--- config.mk ---
export PLATFORM = sky130hd
export DESIGN_NAME = image_download_receiver_crc32_core
export DESIGN_NICKNAME = d
export VERILOG_FILES = /design/src/hw/rtl/idr_pkg.sv /design/src/hw/rtl/image_download_receiver_crc32_core.sv /design/src/hw/rtl/idr_front.sv /design/src/hw/rtl/idr_queue.sv /design/src/hw/rtl/idr_back.sv
export SDC_FILE = /design/constraint.sdc
export NUM_CORES = 1
export LEC_CHECK = 0
export BUFFER_PORTS_ARGS = -buffer_cell sky130_fd_sc_hd__buf_4
export CAP_MARGIN = 20
export CORE_ASPECT_RATIO = 0.6
export CORE_MARGIN = 2
export CORE_UTILIZATION = 31
export CTS_CLUSTER_SIZE = 14
export DETAILED_ROUTE_END_ITERATION = 16
export PLACE_DENSITY = 0.56
export SLEW_MARGIN = 10
export SYNTH_ARGS = -nofsm -noshare
export SYNTH_HDL_FRONTEND = slang
export SYNTH_HIERARCHICAL = 1
export SYNTH_SLANG_ARGS = --single-unit
--- constraint.sdc ---
create_clock -name aclk -period 5.4 [get_ports aclk]
set_input_delay 0.54 -clock aclk [delete_from_list [all_inputs] [get_ports aclk]]
set_output_delay 0.54 -clock aclk [all_outputs]
set_load 0.02 [all_outputs]
--- src/hw/rtl/idr_pkg.sv ---
// shared types, constants and the crc step function for the image download receiver
package idr_pkg;

    // chunk size in bytes and width of the chunk fill counter
    localparam int CHUNK_BYTES = 256;
    localparam int FILL_W      = $clog2(CHUNK_BYTES + 1);

    // crc-32, reflected form
    localparam logic [31:0] CRC_POLY = 32'hEDB8_8320;
    localparam logic [31:0] CRC_INIT = 32'hFFFF_FFFF;

    // command queue depth between front and back
    localparam int QUEUE_DEPTH = 4;
    localparam int QPTR_W      = $clog2(QUEUE_DEPTH);
    localparam int QCNT_W      = $clog2(QUEUE_DEPTH + 1);

    // config register
    localparam int MAXLEN_W           = 24;
    localparam logic [MAXLEN_W-1:0] MAXLEN_RESET = 24'd56320;
    localparam logic REG_MAX_IMAGE_LENGTH = 1'b0;

    // received command bytes
    localparam logic [7:0] CMD_REQUEST = 8'd2;
    localparam logic [7:0] CMD_LENGTH  = 8'd3;
    localparam logic [7:0] CMD_CRC     = 8'd5;

    // reply codes
    localparam logic [2:0] RSP_ERR     = 3'd0;
    localparam logic [2:0] RSP_OK      = 3'd1;
    localparam logic [2:0] RSP_CHUNK   = 3'd4;
    localparam logic [2:0] RSP_CRC_OK  = 3'd6;
    localparam logic [2:0] RSP_CRC_ERR = 3'd7;

    // result kinds
    localparam logic KIND_REPLY = 1'b0;
    localparam logic KIND_STORE = 1'b1;

    // operations handed from front to back
    typedef enum logic [1:0] {
        OP_ERROR = 2'd0,
        OP_START = 2'd1,
        OP_STORE = 2'd2,
        OP_CHECK = 2'd3
    } op_t;

    // one queue entry
    typedef struct packed {
        op_t         op;
        logic [23:0] offset;
        logic [7:0]  data;
        logic        ack;
        logic [31:0] expected;
    } cmd_t;

    // protocol phase of the front end
    typedef enum logic [5:0] {
        PH_IDLE      = 6'b000001,
        PH_LEN_CMD   = 6'b000010,
        PH_LEN_BYTES = 6'b000100,
        PH_DATA      = 6'b001000,
        PH_CRC_CMD   = 6'b010000,
        PH_CRC_BYTES = 6'b100000
    } phase_t;

    // fold one byte into the crc register
    function automatic logic [31:0] crc_byte(input logic [31:0] crc_in, input logic [7:0] b);
        logic [31:0] c;
        c = crc_in ^ {24'h0, b};
        for (int k = 0; k < 8; k++) begin
            c = c[0] ? ((c >> 1) ^ CRC_POLY) : (c >> 1);
        end
        return c;
    endfunction

endpackage

--- src/hw/rtl/image_download_receiver_crc32_core.sv ---
// top level of the image download receiver: config register and front/queue/back wiring
// Path: a byte causing a beat is written into the queue, then into the result register,
// and m_valid rises once the result register holds it.
// Throughput: one byte per cycle unless the queue is full; a chunk-closing byte yields
// two beats, so the single result port (one beat per cycle) sets their sustained rate.
// The four-entry command queue lets the front keep taking bytes while results stall.
// Reset (aresetn low at a clock edge) returns to idle, crc to all ones, limit to 56320.
module image_download_receiver_crc32_core import idr_pkg::*; (
    input  logic        aclk,
    input  logic        aresetn,
    input  logic        psel,
    input  logic        penable,
    input  logic        pwrite,
    input  logic [2:0]  paddr,
    input  logic [31:0] pwdata,
    output logic [31:0] prdata,
    output logic        pready,
    input  logic        s_valid,
    output logic        s_ready,
    input  logic [7:0]  s_rx_byte,
    output logic        m_valid,
    input  logic        m_ready,
    output logic        m_kind,
    output logic [2:0]  m_response_code,
    output logic [23:0] m_byte_offset,
    output logic [7:0]  m_data_byte,
    output logic [31:0] m_computed_crc,
    output logic        m_last
);

    logic [MAXLEN_W-1:0] max_len_reg;
    logic                cfg_wr;
    logic                q_full;
    logic                q_push;
    cmd_t                q_cmd;
    logic                q_pop;
    logic                head_valid;
    cmd_t                head_cmd;

    // configuration register
    assign pready = 1'b1;
    assign cfg_wr = psel && penable && pwrite && pready && (paddr[2] == REG_MAX_IMAGE_LENGTH);
    assign prdata = (paddr[2] == REG_MAX_IMAGE_LENGTH) ? {8'h00, max_len_reg} : 32'h0;

    always_ff @(posedge aclk) begin
        if (!aresetn) begin
            max_len_reg <= MAXLEN_RESET;
        end else if (cfg_wr) begin
            max_len_reg <= pwdata[MAXLEN_W-1:0];
        end
    end

    idr_front u_front (
        .aclk             (aclk),
        .aresetn          (aresetn),
        .s_valid          (s_valid),
        .s_ready          (s_ready),
        .s_rx_byte        (s_rx_byte),
        .max_image_length (max_len_reg),
        .q_full           (q_full),
        .q_push           (q_push),
        .q_cmd            (q_cmd)
    );

    idr_queue u_queue (
        .aclk       (aclk),
        .aresetn    (aresetn),
        .push       (q_push),
        .push_cmd   (q_cmd),
        .full       (q_full),
        .pop        (q_pop),
        .head_valid (head_valid),
        .head_cmd   (head_cmd)
    );

    idr_back u_back (
        .aclk            (aclk),
        .aresetn         (aresetn),
        .head_valid      (head_valid),
        .head_cmd        (head_cmd),
        .pop             (q_pop),
        .m_valid         (m_valid),
        .m_ready         (m_ready),
        .m_kind          (m_kind),
        .m_response_code (m_response_code),
        .m_byte_offset   (m_byte_offset),
        .m_data_byte     (m_data_byte),
        .m_computed_crc  (m_computed_crc),
        .m_last          (m_last)
    );

endmodule

--- src/hw/rtl/idr_front.sv ---
// front end: parses the received byte stream and issues commands to the queue
module idr_front import idr_pkg::*; (
    input  logic                aclk,
    input  logic                aresetn,
    input  logic                s_valid,
    output logic                s_ready,
    input  logic [7:0]          s_rx_byte,
    input  logic [MAXLEN_W-1:0] max_image_length,
    input  logic                q_full,
    output logic                q_push,
    output cmd_t                q_cmd
);

    phase_t             phase_reg, phase_next;
    logic [1:0]         idx_reg, idx_next;
    logic [23:0]        len_reg, len_next;
    logic [23:0]        rcvd_reg, rcvd_next;
    logic [FILL_W-1:0]  fill_reg, fill_next;
    logic [23:0]        exp_reg, exp_next;

    logic               accept;
    logic [23:0]        rcvd_inc;
    logic [FILL_W-1:0]  fill_inc;
    logic               chunk_done;
    logic               image_done;
    logic               len_bad;

    assign s_ready = !q_full;
    assign accept  = s_valid && s_ready;

    assign rcvd_inc   = rcvd_reg + 24'd1;
    assign fill_inc   = fill_reg + FILL_W'(1);
    assign image_done = (rcvd_inc >= len_reg);
    assign chunk_done = (fill_inc == FILL_W'(CHUNK_BYTES)) || image_done;
    // top length byte must be zero since the limit is 24 bits wide
    assign len_bad    = (s_rx_byte != 8'h00) || (len_reg == 24'd0) ||
                        (len_reg > max_image_length);

    // protocol decode
    always_comb begin
        phase_next = phase_reg;
        idx_next   = idx_reg;
        len_next   = len_reg;
        rcvd_next  = rcvd_reg;
        fill_next  = fill_reg;
        exp_next   = exp_reg;
        q_push     = 1'b0;
        q_cmd.op       = OP_ERROR;
        q_cmd.offset   = rcvd_reg;
        q_cmd.data     = s_rx_byte;
        q_cmd.ack      = chunk_done;
        q_cmd.expected = {s_rx_byte, exp_reg};
        if (accept) begin
            case (phase_reg)
                PH_IDLE: begin
                    if (s_rx_byte == CMD_REQUEST) phase_next = PH_LEN_CMD;
                end
                PH_LEN_CMD: begin
                    if (s_rx_byte == CMD_LENGTH) begin
                        phase_next = PH_LEN_BYTES;
                        idx_next   = 2'd0;
                    end else begin
                        phase_next = PH_IDLE;
                        q_push     = 1'b1;
                    end
                end
                PH_LEN_BYTES: begin
                    idx_next = idx_reg + 2'd1;
                    case (idx_reg)
                        2'd0: len_next = {16'h0, s_rx_byte};
                        2'd1: len_next[15:8]  = s_rx_byte;
                        2'd2: len_next[23:16] = s_rx_byte;
                        default: begin
                            q_push = 1'b1;
                            if (len_bad) begin
                                phase_next = PH_IDLE;
                            end else begin
                                phase_next = PH_DATA;
                                q_cmd.op   = OP_START;
                                rcvd_next  = 24'd0;
                                fill_next  = '0;
                            end
                        end
                    endcase
                end
                PH_DATA: begin
                    q_push    = 1'b1;
                    q_cmd.op  = OP_STORE;
                    rcvd_next = rcvd_inc;
                    fill_next = chunk_done ? '0 : fill_inc;
                    if (image_done) phase_next = PH_CRC_CMD;
                end
                PH_CRC_CMD: begin
                    if (s_rx_byte == CMD_CRC) begin
                        phase_next = PH_CRC_BYTES;
                        idx_next   = 2'd0;
                    end else begin
                        phase_next = PH_IDLE;
                        q_push     = 1'b1;
                    end
                end
                PH_CRC_BYTES: begin
                    idx_next = idx_reg + 2'd1;
                    case (idx_reg)
                        2'd0: exp_next = {16'h0, s_rx_byte};
                        2'd1: exp_next[15:8]  = s_rx_byte;
                        2'd2: exp_next[23:16] = s_rx_byte;
                        default: begin
                            q_push     = 1'b1;
                            q_cmd.op   = OP_CHECK;
                            phase_next = PH_IDLE;
                        end
                    endcase
                end
                default: phase_next = PH_IDLE;
            endcase
        end
    end

    // state registers
    always_ff @(posedge aclk) begin
        if (!aresetn) begin
            phase_reg <= PH_IDLE;
            idx_reg   <= 2'd0;
            len_reg   <= 24'd0;
            rcvd_reg  <= 24'd0;
            fill_reg  <= '0;
            exp_reg   <= 24'd0;
        end else begin
            phase_reg <= phase_next;
            idx_reg   <= idx_next;
            len_reg   <= len_next;
            rcvd_reg  <= rcvd_next;
            fill_reg  <= fill_next;
            exp_reg   <= exp_next;
        end
    end

    // a chunk never overfills, and the data phase never runs past the length
    a_fill_bound: assert property (@(posedge aclk) disable iff (!aresetn)
        fill_reg < FILL_W'(CHUNK_BYTES))
        else $error("chunk fill reached chunk size");
    a_data_bound: assert property (@(posedge aclk) disable iff (!aresetn)
        phase_reg == PH_DATA |-> rcvd_reg < len_reg)
        else $error("data phase past image length");
    a_push_ready: assert property (@(posedge aclk) disable iff (!aresetn)
        q_push |-> accept)
        else $error("command issued without an accepted beat");

endmodule

--- src/hw/rtl/idr_queue.sv ---
// short command queue between front and back
module idr_queue import idr_pkg::*; (
    input  logic aclk,
    input  logic aresetn,
    input  logic push,
    input  cmd_t push_cmd,
    output logic full,
    input  logic pop,
    output logic head_valid,
    output cmd_t head_cmd
);

    cmd_t              entry_reg [QUEUE_DEPTH];
    logic [QPTR_W-1:0] wr_ptr_reg;
    logic [QPTR_W-1:0] rd_ptr_reg;
    logic [QCNT_W-1:0] count_reg;

    assign full       = (count_reg == QCNT_W'(QUEUE_DEPTH));
    assign head_valid = (count_reg != '0);
    assign head_cmd   = entry_reg[rd_ptr_reg];

    // entry storage
    always_ff @(posedge aclk) begin
        if (push) entry_reg[wr_ptr_reg] <= push_cmd;
    end

    // pointers and fill level
    always_ff @(posedge aclk) begin
        if (!aresetn) begin
            wr_ptr_reg <= '0;
            rd_ptr_reg <= '0;
            count_reg  <= '0;
        end else begin
            if (push) wr_ptr_reg <= wr_ptr_reg + QPTR_W'(1);
            if (pop)  rd_ptr_reg <= rd_ptr_reg + QPTR_W'(1);
            count_reg <= count_reg + QCNT_W'(push) - QCNT_W'(pop);
        end
    end

    a_no_overflow: assert property (@(posedge aclk) disable iff (!aresetn)
        push |-> !full)
        else $error("queue overflow");
    a_no_underflow: assert property (@(posedge aclk) disable iff (!aresetn)
        pop |-> head_valid)
        else $error("queue underflow");
    a_ptr_track: assert property (@(posedge aclk) disable iff (!aresetn)
        (count_reg == '0 || full) |-> wr_ptr_reg == rd_ptr_reg)
        else $error("queue pointers out of step with count");

endmodule

--- src/hw/rtl/idr_back.sv ---
// back end: runs queued commands, keeps the crc and drives the result register
module idr_back import idr_pkg::*; (
    input  logic        aclk,
    input  logic        aresetn,
    input  logic        head_valid,
    input  cmd_t        head_cmd,
    output logic        pop,
    output logic        m_valid,
    input  logic        m_ready,
    output logic        m_kind,
    output logic [2:0]  m_response_code,
    output logic [23:0] m_byte_offset,
    output logic [7:0]  m_data_byte,
    output logic [31:0] m_computed_crc,
    output logic        m_last
);

    logic        valid_reg, valid_next;
    logic        ack_pend_reg, ack_pend_next;
    logic [31:0] crc_reg, crc_next;
    logic        kind_reg, kind_next;
    logic [2:0]  code_reg, code_next;
    logic [23:0] off_reg, off_next;
    logic [7:0]  data_reg, data_next;
    logic [31:0] ccrc_reg, ccrc_next;
    logic        last_reg, last_next;

    logic        take;
    logic [31:0] crc_final;

    assign take      = head_valid && (!valid_reg || m_ready);
    assign crc_final = crc_reg ^ CRC_INIT;

    // command execution; a store that closes a chunk gives two beats
    always_comb begin
        valid_next    = valid_reg && !m_ready;
        ack_pend_next = ack_pend_reg;
        crc_next      = crc_reg;
        kind_next     = kind_reg;
        code_next     = code_reg;
        off_next      = off_reg;
        data_next     = data_reg;
        ccrc_next     = ccrc_reg;
        last_next     = last_reg;
        pop           = 1'b0;
        if (take) begin
            valid_next = 1'b1;
            kind_next  = KIND_REPLY;
            code_next  = RSP_ERR;
            off_next   = 24'd0;
            data_next  = 8'd0;
            ccrc_next  = 32'd0;
            last_next  = 1'b1;
            pop        = 1'b1;
            if (ack_pend_reg) begin
                code_next     = RSP_CHUNK;
                ack_pend_next = 1'b0;
            end else begin
                case (head_cmd.op)
                    OP_ERROR: code_next = RSP_ERR;
                    OP_START: begin
                        code_next = RSP_OK;
                        crc_next  = CRC_INIT;
                    end
                    OP_STORE: begin
                        kind_next     = KIND_STORE;
                        off_next      = head_cmd.offset;
                        data_next     = head_cmd.data;
                        last_next     = !head_cmd.ack;
                        crc_next      = crc_byte(crc_reg, head_cmd.data);
                        ack_pend_next = head_cmd.ack;
                        pop           = !head_cmd.ack;
                    end
                    OP_CHECK: begin
                        code_next = (crc_final == head_cmd.expected) ? RSP_CRC_OK
                                                                     : RSP_CRC_ERR;
                        ccrc_next = crc_final;
                    end
                    default: code_next = RSP_ERR;
                endcase
            end
        end
    end

    // control registers
    always_ff @(posedge aclk) begin
        if (!aresetn) begin
            valid_reg    <= 1'b0;
            ack_pend_reg <= 1'b0;
            crc_reg      <= CRC_INIT;
        end else begin
            valid_reg    <= valid_next;
            ack_pend_reg <= ack_pend_next;
            crc_reg      <= crc_next;
        end
    end

    // result payload
    always_ff @(posedge aclk) begin
        kind_reg <= kind_next;
        code_reg <= code_next;
        off_reg  <= off_next;
        data_reg <= data_next;
        ccrc_reg <= ccrc_next;
        last_reg <= last_next;
    end

    assign m_valid         = valid_reg;
    assign m_kind          = kind_reg;
    assign m_response_code = code_reg;
    assign m_byte_offset   = off_reg;
    assign m_data_byte     = data_reg;
    assign m_computed_crc  = ccrc_reg;
    assign m_last          = last_reg;

    a_ack_head: assert property (@(posedge aclk) disable iff (!aresetn)
        ack_pend_reg |-> head_valid && head_cmd.op == OP_STORE && head_cmd.ack)
        else $error("pending chunk reply without its store at the queue head");
    a_ack_follows: assert property (@(posedge aclk) disable iff (!aresetn)
        ack_pend_reg |-> valid_reg && kind_reg == KIND_STORE && !last_reg)
        else $error("pending chunk reply without a preceding store beat");
    a_crc_only_check: assert property (@(posedge aclk) disable iff (!aresetn)
        valid_reg && ccrc_reg != 32'd0 |->
            code_reg == RSP_CRC_OK || code_reg == RSP_CRC_ERR)
        else $error("crc value on a beat that is no checksum reply");

endmodule

# After elaboration in Yosys (flattened, before gate mapping)
# Memory sizes are Yosys's and may differ from the RTL's. A register that Yosys moved wholly into a read port is not among the register bits.
# Cells that the tools add are included.
totals:
  reg_bits: 223
  ram_bits: 268
  out_inout_bits: 104
  wordCells: 161
  mem_count: 1
classes:
  addsub: 7
  n_lt_le_gt_ge: 2
  eq_ne: 24
  n_mux: 53
  bitwise: 14
  n_reduce_logical: 37
mem_list:
  columns: ["memory", "words", "width", "rd", "rd_clocked_by_memory_dff", "write_ports", "line", "text"]
  rows:
  - ["u_queue.entry_reg", 4, 67, 1, 1, 1, "idr_queue.sv:13", "cmd_t entry_reg [QUEUE_DEPTH];"]
op_table:
  columns: ["op", "n"]
  rows:
  - ["two-way mux 32 bit", 8]
  - ["NOT 13 -> 14 bit", 8]
  - ["two-way mux 24 bit", 3]
  - ["case mux 32 bit (2 select lines)", 1]
  - ["case mux 24 bit (2 select lines)", 1]
  - ["case mux 6 bit (6 select lines)", 1]
  - ["equality test 32 bit", 1]
  - ["NOT 32 bit", 1]
  - ["case mux 8 bit (2 select lines)", 2]
  - ["XOR 32 x 8 -> 32 bit", 1]
  - ["two-way mux 6 bit", 5]
  - ["two-way mux 9 bit", 3]
  - ["adder 24 x 1 -> 24 bit (second input constant)", 1]
  - [">= comparator 24 bit", 1]
  - ["> comparator 24 bit", 1]
  - ["logical NOT 24 bit", 1]
  - ["AND reduction 3 bit", 7]
  - ["case mux 9 bit (2 select lines)", 1]
  - ["equality test 8 x 2 -> 1 bit (second input constant)", 2]
  - ["two-way mux 1 bit", 15]
  - ["two-way mux 2 bit", 7]
  - ["case mux 2 bit (3 select lines)", 2]
  - ["adder 9 x 1 -> 9 bit (second input constant)", 1]
  - ["equality test 9 bit (second input constant)", 1]
  - ["other kinds (31)", 62]

# Logic depth before layout (Yosys ltp)
# Gate-level depths: netlist of run 1.
depth:
  ltp_word: 18
  mapped_depth: 17
  depth_no_buf: 15

# By module
# Netlist of run 1, hierarchy kept.
modules_own_cells:
  columns: ["mod", "n_inst", "cells_per_inst", "area_per_inst_um2", "seq_area_each_um2"]
  rows:
  - ["idr_queue", 1, 392, 10139.7, 8227.9]
  - ["idr_front", 1, 726, 5724.2, 1781.7]
  - ["idr_back", 1, 393, 5041.1, 2752.6]
  - ["image_download_receiver_crc32_core", 1, 142, 1249.9, 480.5]

# Worst setup path before layout of run 1
# OpenSTA, ideal clock, no wires.
synth_timing:
  path_kind: "flip-flop to flip-flop"
  startpoint: "register u_front.rcvd_reg[0]"
  endpoint: "register u_front.phase_reg[0]"
  setup_ns: 0.134
  t_arrival_ns: 4.035
  required_ns: 5.266
  slack_ns: 1.231
  path_stages_with_launch: 18
  path_buffers: 2
  cell_sequence: "dfxtp_1 ha_1 and3_1 and3_1 clkbuf_1 nand4_1 nor2_1 nand3_1 xnor2_1 ha_1 and4_1 nand4_1 or4b_1 o2111ai_2 nand2b_1 buf_2 a2111oi_0 a31oi_1"
synth_via:
  elab_chain_len: 4
synth_rtl:
  columns: ["element", "line", "text"]
  rows:
  - ["from (decl)", "idr_front.sv:17", "logic [23:0] rcvd_reg, rcvd_next;"]
  - ["from (signal assigned)", "idr_front.sv:133", "rcvd_reg <= rcvd_next;"]
  - ["adder 24 x 1 -> 24 bit", "idr_front.sv:31", "assign rcvd_inc = rcvd_reg + 24'd1;"]
  - [">= comparator 24 bit", "idr_front.sv:33", "assign image_done = (rcvd_inc >= len_reg);"]
  - ["inequality test 2 x 1 -> 1 bit (no source line)", null, null]
  - ["AND reduction 5 bit (no source line)", null, null]
  - ["to (signal assigned)", "idr_front.sv:130", "phase_reg <= phase_next;"]
  - ["to (decl)", "idr_front.sv:14", "phase_t phase_reg, phase_next;"]
# Every way passes these cells.
# A chain may end at the register's enable or synchronous reset.

# Worst setup path after layout of run 1
# Same ends and word-level chain as after synthesis.

==> flow_summary.yaml, run 1 <==
min_path:
  hold_start: "pwdata[15]"
  hold_class: "primary input to flip-flop"
  min_to: "max_len_reg[15]"
  min_path_cells: 3
worst_setup_path:
  cp_max_fo: 10
  r2r-end: "u_front/phase_reg[0]"
  crit_arrival_ps: 5480
  worstSetupEndpointType: "flip-flop"
  cp-start-kind: "flip-flop"
  r2r_cells: 15
  critPathKind: "flip-flop to flip-flop"
  required_ps: 5830
  timing.rr.start: "u_front/rcvd_reg[0]"
  rrSetupSlack_ps: 350
sta:
  fin_setup_tns_ps: 0
  tightest_slew_ps: 988
  slew_viol_final: 0
  max_freq_mhz: 198
  whs_ps: 226
  min_period_over_period_pct: 93.4
  grt_setup_unrepaired: "false"
  hold_violations: 0
  relSlewSlack_pct: 33.9
  skew_ps: 23.1
  fin_crit_ps: 5050
  setup_violations: 0
power_and_ir_drop:
  p_per_area_mw_per_mm2: 456
  peakVddDrop_uv: 217
  leakagePower_nw: 8.85
finish:
  fin_area_sq_mm: 0.0254
  layout-drive-gt1-share_pct: 19.4
  largest_reg_flops: 268
  layout.nets: 1880
  area_delta_synth_final_pct: 14.8
status:
  status: "finished, final reports clean"
global_routing:
  track_usage_pct: 14.5
  antenna_found_initial: 2
  grt_pass1_vias: 13424
  gr-total-overflow: 0
  grt_pass1_wl_mm: 82.0
  grt_max_degree: 65
synthesis:
  postSynthAreaPerCell_sq_um: 13.4
  ys_types: 77
  synth_ff_type: "edfxtp_1"
  yosys.area.top_type: "edfxtp_1"
  ys_top_cells_by_count: "edfxtp_1 (337), dfxtp_1 (156), nand2_1 (144), nor2_1 (113), xnor2_1 (86)"
  syn-instance-count: 1653
  ys_top_cells_by_area: "edfxtp_1 (46%), dfxtp_1 (14%), mux4_2 (6.8%)"
  syn_area_sq_mm: 0.0222
  yosysWarnings: 6
  synth-async-reset-ratio_pct: 0
  yosys.area.top_type_share_pct: 45.7
  ys_ff_latch: 493
  synth.most_common_cell: "edfxtp_1"
  synth_seq_area_share_pct: 59.8
  synth_enable_flop_cells: 337
detailed_routing:
  wl_per_cell_um: 19.7
  viasPerCell: 4.89
  firstDrtPassIters: 5
  route.detailed.drc: 0
  dr.first_iter.drc_count: 1156
  drtAntennaViolNets: 0
  routed_wirelength_mm: 53.8
  vias: 13330
cts:
  insertion_delay_ps: 570
  numCtsBuffers: 47
  cts_sinks: 493
  tritoncts: "yes"
  cts.reportedPaths.clkPinSlew_ps: 70
  htreeDepth: 2
  clk_path_buf_depth: 3
  cts_root_buffer: "clkbuf_16"
floorplanning:
  io_pins: 154
  die_area_sq_mm: 0.0737
  core_sq_mm: 0.0703
  num_rows: 75
  initial_core_util_pct: 31.5
  die_w_um: 349
  die_h_um: 211
run:
  cap_viol_max_count: 0
place:
  post_dp_cell_area_sq_mm: 0.0239
  routabilityCongestion: 0.831
  hpwl_mm: 36.2
  io_buffer_count: 134
[routing by layer]
layer  global-route usage [%]  wire, um  vias to the layer above
li1                         -         -                     6237
met1                     22.4     27000                     6650
met2                     21.0     22500                      371
met3                     2.88      3360                       70
met4                     2.97       896                        2
met5                        0        16                        -
[final cells by class]
class | instances | area [sq um]
clock buffers | 63 | 1300
flip-flops and latches | 493 | 13200
well taps | 924 | 1160
repair buffers | 160 | 1200
clock inverters | 23 | 204
diodes | 1 | 2.50
fillers | 6751 | 44800
multi-input cells | 993 | 8070
inverters | 71 | 268
[how the worst max path moves through the flow]
stage                              startpoint              endpoint
final                     u_front/rcvd_reg[0]  u_front/phase_reg[0]
after global routing      u_front/rcvd_reg[0]  u_front/phase_reg[0]
after CTS                 u_front/rcvd_reg[0]  u_front/phase_reg[0]
after detailed placement  u_front/rcvd_reg[0]  u_front/phase_reg[0]
after global placement    u_front/rcvd_reg[0]  u_front/phase_reg[0]
after floorplan           u_front/rcvd_reg[0]  u_front/phase_reg[0]
[cell families after synthesis]
group,Yosys count,share of synthesized area [%]
mux,112,8.84
flops,493,59.8
xor+xnor,143,7.62
buf+inv,174,4.07
compound gates,165,4.78
other cells,2,0.0339
simple gates,500,11.2
fa+ha+maj,64,3.65
[what timing repair did]
action | in CTS | in global routing
buffers inserted | 0 | 0
hold buffers | 0 | 0
resized for setup | 0 | 2
endpoints found under the setup margin | 0 | 5
[where the power goes]
part           internal, mW  switching (mW)  total (mW)
combinational          1.69            1.94        3.63
clock                  1.84            1.43        3.27
sequential             4.45           0.260        4.71
[stage by stage]
step                total power, mW  util [%]  setup slack, ps  std cells
detailed placement             8.48      34.0              434       2641
CTS                            11.8      36.2              397       2727
global route                   12.2      36.2             42.7       2727
finish                         11.6      36.2              355       2728
floorplan                      7.39         -             1230       1660
global placement               8.44      34.0              567       2641
[placed cells by master, fill, tap and decap left out, types with 4 or more instances in the layout]
| cell type | synthesis | layout |
|---|---|---|
| a21oi_1 | 63 | 63 |
| nor3_1 | 15 | 14 |
| and2b_2 | 4 | 4 |
| xor3_1 | 4 | 4 |
| and3_1 | 9 | 9 |
| xnor2_4 | 9 | 9 |
| clkinv_1 | 0 | 4 |
| xnor3_1 | 11 | 11 |
| and2_1 | 41 | 37 |
| mux4_2 | 67 | 67 |
| nor4_1 | 21 | 21 |
| nand2b_1 | 6 | 6 |
| inv_1 | 71 | 70 |
| nand4_1 | 31 | 31 |
| nor2_1 | 113 | 111 |
| nor3_2 | 3 | 4 |
| clkbuf_16 | 0 | 49 |
| clkinv_2 | 0 | 11 |
| mux2i_1 | 45 | 45 |
| xor2_1 | 27 | 27 |
| xnor2_1 | 86 | 86 |
| xnor2_2 | 5 | 5 |
| a21o_1 | 5 | 5 |
| a31oi_1 | 4 | 4 |
| nor2b_1 | 36 | 35 |
| nand3_1 | 43 | 43 |
| clkbuf_1 | 49 | 12 |
| nand2_1 | 144 | 144 |
| ha_1 | 63 | 63 |
| o21ai_0 | 23 | 23 |
| or2_2 | 5 | 5 |
| o22ai_1 | 25 | 25 |
| buf_4 | 29 | 160 |
| o211ai_1 | 10 | 10 |
| and2_2 | 0 | 4 |
| nor3b_1 | 4 | 4 |
| or3_1 | 8 | 8 |
| conb_1 | 2 | 9 |
| edfxtp_1 | 337 | 337 |
| dfxtp_1 | 156 | 154 |
[critical path, stage by stage, from the launching register on]
cell and delay [ps]:
dfxtp_1 500, ha_1 260, and3_1 230, and3_1 330
nand4_1 330, nor2_2 340, nand3_1 140, xnor2_1 160
ha_1 310, and4_1 220, nand4_1 160, or4b_1 640
o2111ai_2 440, nand2b_1 290, a2111oi_0 490, a31oi_1 70
(Power assumes the default switching activity.)
==> inputs of run 2 (changes only) <==
==> constraint.sdc (replaced) <==
create_clock -name aclk -period 5.1 [get_ports aclk]
set_input_delay 0.51 -clock aclk [delete_from_list [all_inputs] [get_ports aclk]]
set_output_delay 0.51 -clock aclk [all_outputs]
set_load 0.02 [all_outputs]
==> run 2 against run 1 <==
Total power increased by 5.8%; die area unchanged; non-clock buffer count increased by 5; worst setup slack improved by 39 ps; global-route usage increased by 0.17 points; sequential share of layout area decreased by 0.14 points; clock-buffer cell count increased by 9; cell count increased by 0.22%; wire length increased by 1.6%; critical endpoint unchanged; final area increased by 0.27%; register-to-register slack improved by 40 ps; worst hold slack got worse by 27 ps; largest cell class unchanged.
==> flow_summary.yaml, run 2 (same netlist as run 1, synthesis figures left out) <==
sta:
  setup_violations: 0
  hold_violations: 0
  slew_viol_final: 0
  skew_ps: 34.8
  relSlewSlack_pct: 33.9
  max_freq_mhz: 212
  min_period_over_period_pct: 92.3
  worst_slack_ps: 393
  tightest_slew_ps: 987
  fin_setup_tns_ps: 0
  grt_setup_unrepaired: "false"
  fin_crit_ps: 4710
global_routing:
  gr-total-overflow: 0
  grt_pass1_wl_mm: 82.7
  track_usage_pct: 14.7
  grt_max_degree: 68
  antenna_found_initial: 1
  grt_pass1_vias: 13389
run:
  cap_viol_max_count: 0
worst_setup_path:
  cp_max_fo: 9
  rrSetupSlack_ps: 390
  crit_arrival_ps: 5120
  r2r-end: "u_front/phase_reg[0]"
  r2r_cells: 15
  critPathKind: "flip-flop to flip-flop"
  cp-start-kind: "flip-flop"
  crit_start: "u_front/rcvd_reg[1]"
  worstSetupEndpointType: "flip-flop"
  timing.rr.start: "u_front/rcvd_reg[1]"
  required_ps: 5520
cts:
  insertion_delay_ps: 590
  post_cts_buffers: 0
  tritoncts: "yes"
  htreeDepth: 2
  numCtsBuffers: 47
  cts_root_buffer: "clkbuf_16"
  cts_sinks: 493
  cts.reportedPaths.clkPinSlew_ps: 70
  clk_path_buf_depth: 3
detailed_routing:
  routed_wirelength_mm: 54.7
  route.detailed.drc: 0
  dr.first_iter.drc_count: 1128
  viasPerCell: 4.93
  vias: 13480
  wl_per_cell_um: 20.0
  firstDrtPassIters: 6
  drtAntennaViolNets: 0
place:
  place_inst: 2646
  post_dp_cell_area_sq_mm: 0.0240
  place_ws_ps: 373
  io_buffer_count: 134
  routabilityCongestion: 0.817
  hpwl_mm: 36.9
min_path:
  min_path_cells: 3
  min_to: "max_len_reg[1]"
  hold_class: "primary input to flip-flop"
  hold_start: "pwdata[1]"
power_and_ir_drop:
  clkPwrFrac_pct: 28.1
  leakagePower_nw: 8.89
  switchingPower_mw: 3.84
  peakVddDrop_uv: 228
  p_sw_share_pct: 31.3
  combinationalPowerShare_pct: 31.4
  p_int_mw: 8.45
  p_per_area_mw_per_mm2: 482
  design_power_total_mw: 12.3
  power_frac_seq_pct: 40.5
finish:
  stdcell_count: 2734
  largest_reg_flops: 268
  layout.nets: 1885
  fillCellCount: 6759
  layout-drive-gt1-share_pct: 19.3
  fin_area_sq_mm: 0.0255
  final_common_cell: "edfxtp_1"
  mostFrequentLayoutCells: "edfxtp_1 (337), buf_4 (161), dfxtp_1 (154), nand2_1 (144), nor2_1 (111)"
  area_delta_synth_final_pct: 15.2
floorplanning:
  num_rows: 75
  core_sq_mm: 0.0703
  io_pins: 154
  die_w_um: 349
  die_area_sq_mm: 0.0737
  initial_core_util_pct: 31.5
  die_h_um: 211
status:
  status: "finished, final reports clean"
-- run 2: changes by cell type in the layout (fill, tap and decap cells not counted), sizes merged --
cell      change
buf           +5
bufinv        -1
clkbuf        +9
clkinv        -5
clkinvlp      -3
inv           +1
-- run 2: power by group through the flow --
stage	registers [mW]	logic, mW	clock network (mW)
after global routing	5.02	4.16	3.71
after detailed placement	5.08	3.90	0
after global placement	5.07	3.85	0
after floorplan	5.31	2.52	0
final	4.98	3.86	3.45
after CTS	4.99	3.91	3.55
-- run 2: critical path: stages (launching register included) --
cell,delay [ps]
dfxtp_1,470
ha_1,270
and3_1,230
and3_1,320
nand4_1,340
nor2_2,350
nand3_1,140
xnor2_1,150
ha_1,320
and4_1,220
nand4_1,140
or4b_1,620
o2111ai_2,240
nand2b_1,230
a2111oi_0,440
a31oi_1,70
-- run 2: routing by layer --
layer  global-route usage (%)  up-vias  wire length [um]  part of all wire, %
met1                     22.1     6767             26400                   48
met4                     2.99        0               923                  1.7
met3                     3.53       65              4200                  7.7
met5                        0        -                 0                    0
li1                         -     6244                 -                    -
met2                     21.4      404             23100                   42
-- run 2: how the worst max path moves through the flow --
stage,cells after the start,slack [ps],endpoint
2_1_floorplan,17,930,u_front/phase_reg[0]
3_3_place_gp,15,550,u_front/phase_reg[0]
3_5_place_dp,15,370,u_front/phase_reg[0]
4_1_cts,15,350,u_front/phase_reg[0]
5_1_grt,15,10,u_front/phase_reg[0]
6_report,15,390,u_front/phase_reg[0]
-- run 2: cell type report --
| class | count | area [sq um] | area share [%] |
|---|---|---|---|
| Sequential cell | 493 | 13200 | 51.9 |
| Multi-Input combinational cell | 993 | 8060 | 31.6 |
| Clock buffer | 72 | 1360 | 5.34 |
| Timing Repair Buffer | 165 | 1290 | 5.05 |
| Tap cell | 924 | 1160 | 4.53 |
| Inverter | 71 | 268 | 1.05 |
| Clock inverter | 15 | 126 | 0.495 |
| Antenna cell | 1 | 2.50 | 0.00981 |
-- run 2: through the flow --
stage / hold slack (ps) / util, %
2_1_floorplan: 443 / -
3_3_place_gp: 465 / 34.2
3_5_place_dp: 469 / 34.2
4_1_cts: 168 / 36.3
5_1_grt: 167 / 36.3
6_report: 199 / 36.3
-- run 2: what timing repair did --
action | CTS | global route
endpoints found under the setup margin | 0 | 2
hold buffers | 0 | 0
gates resized for setup | 0 | 1
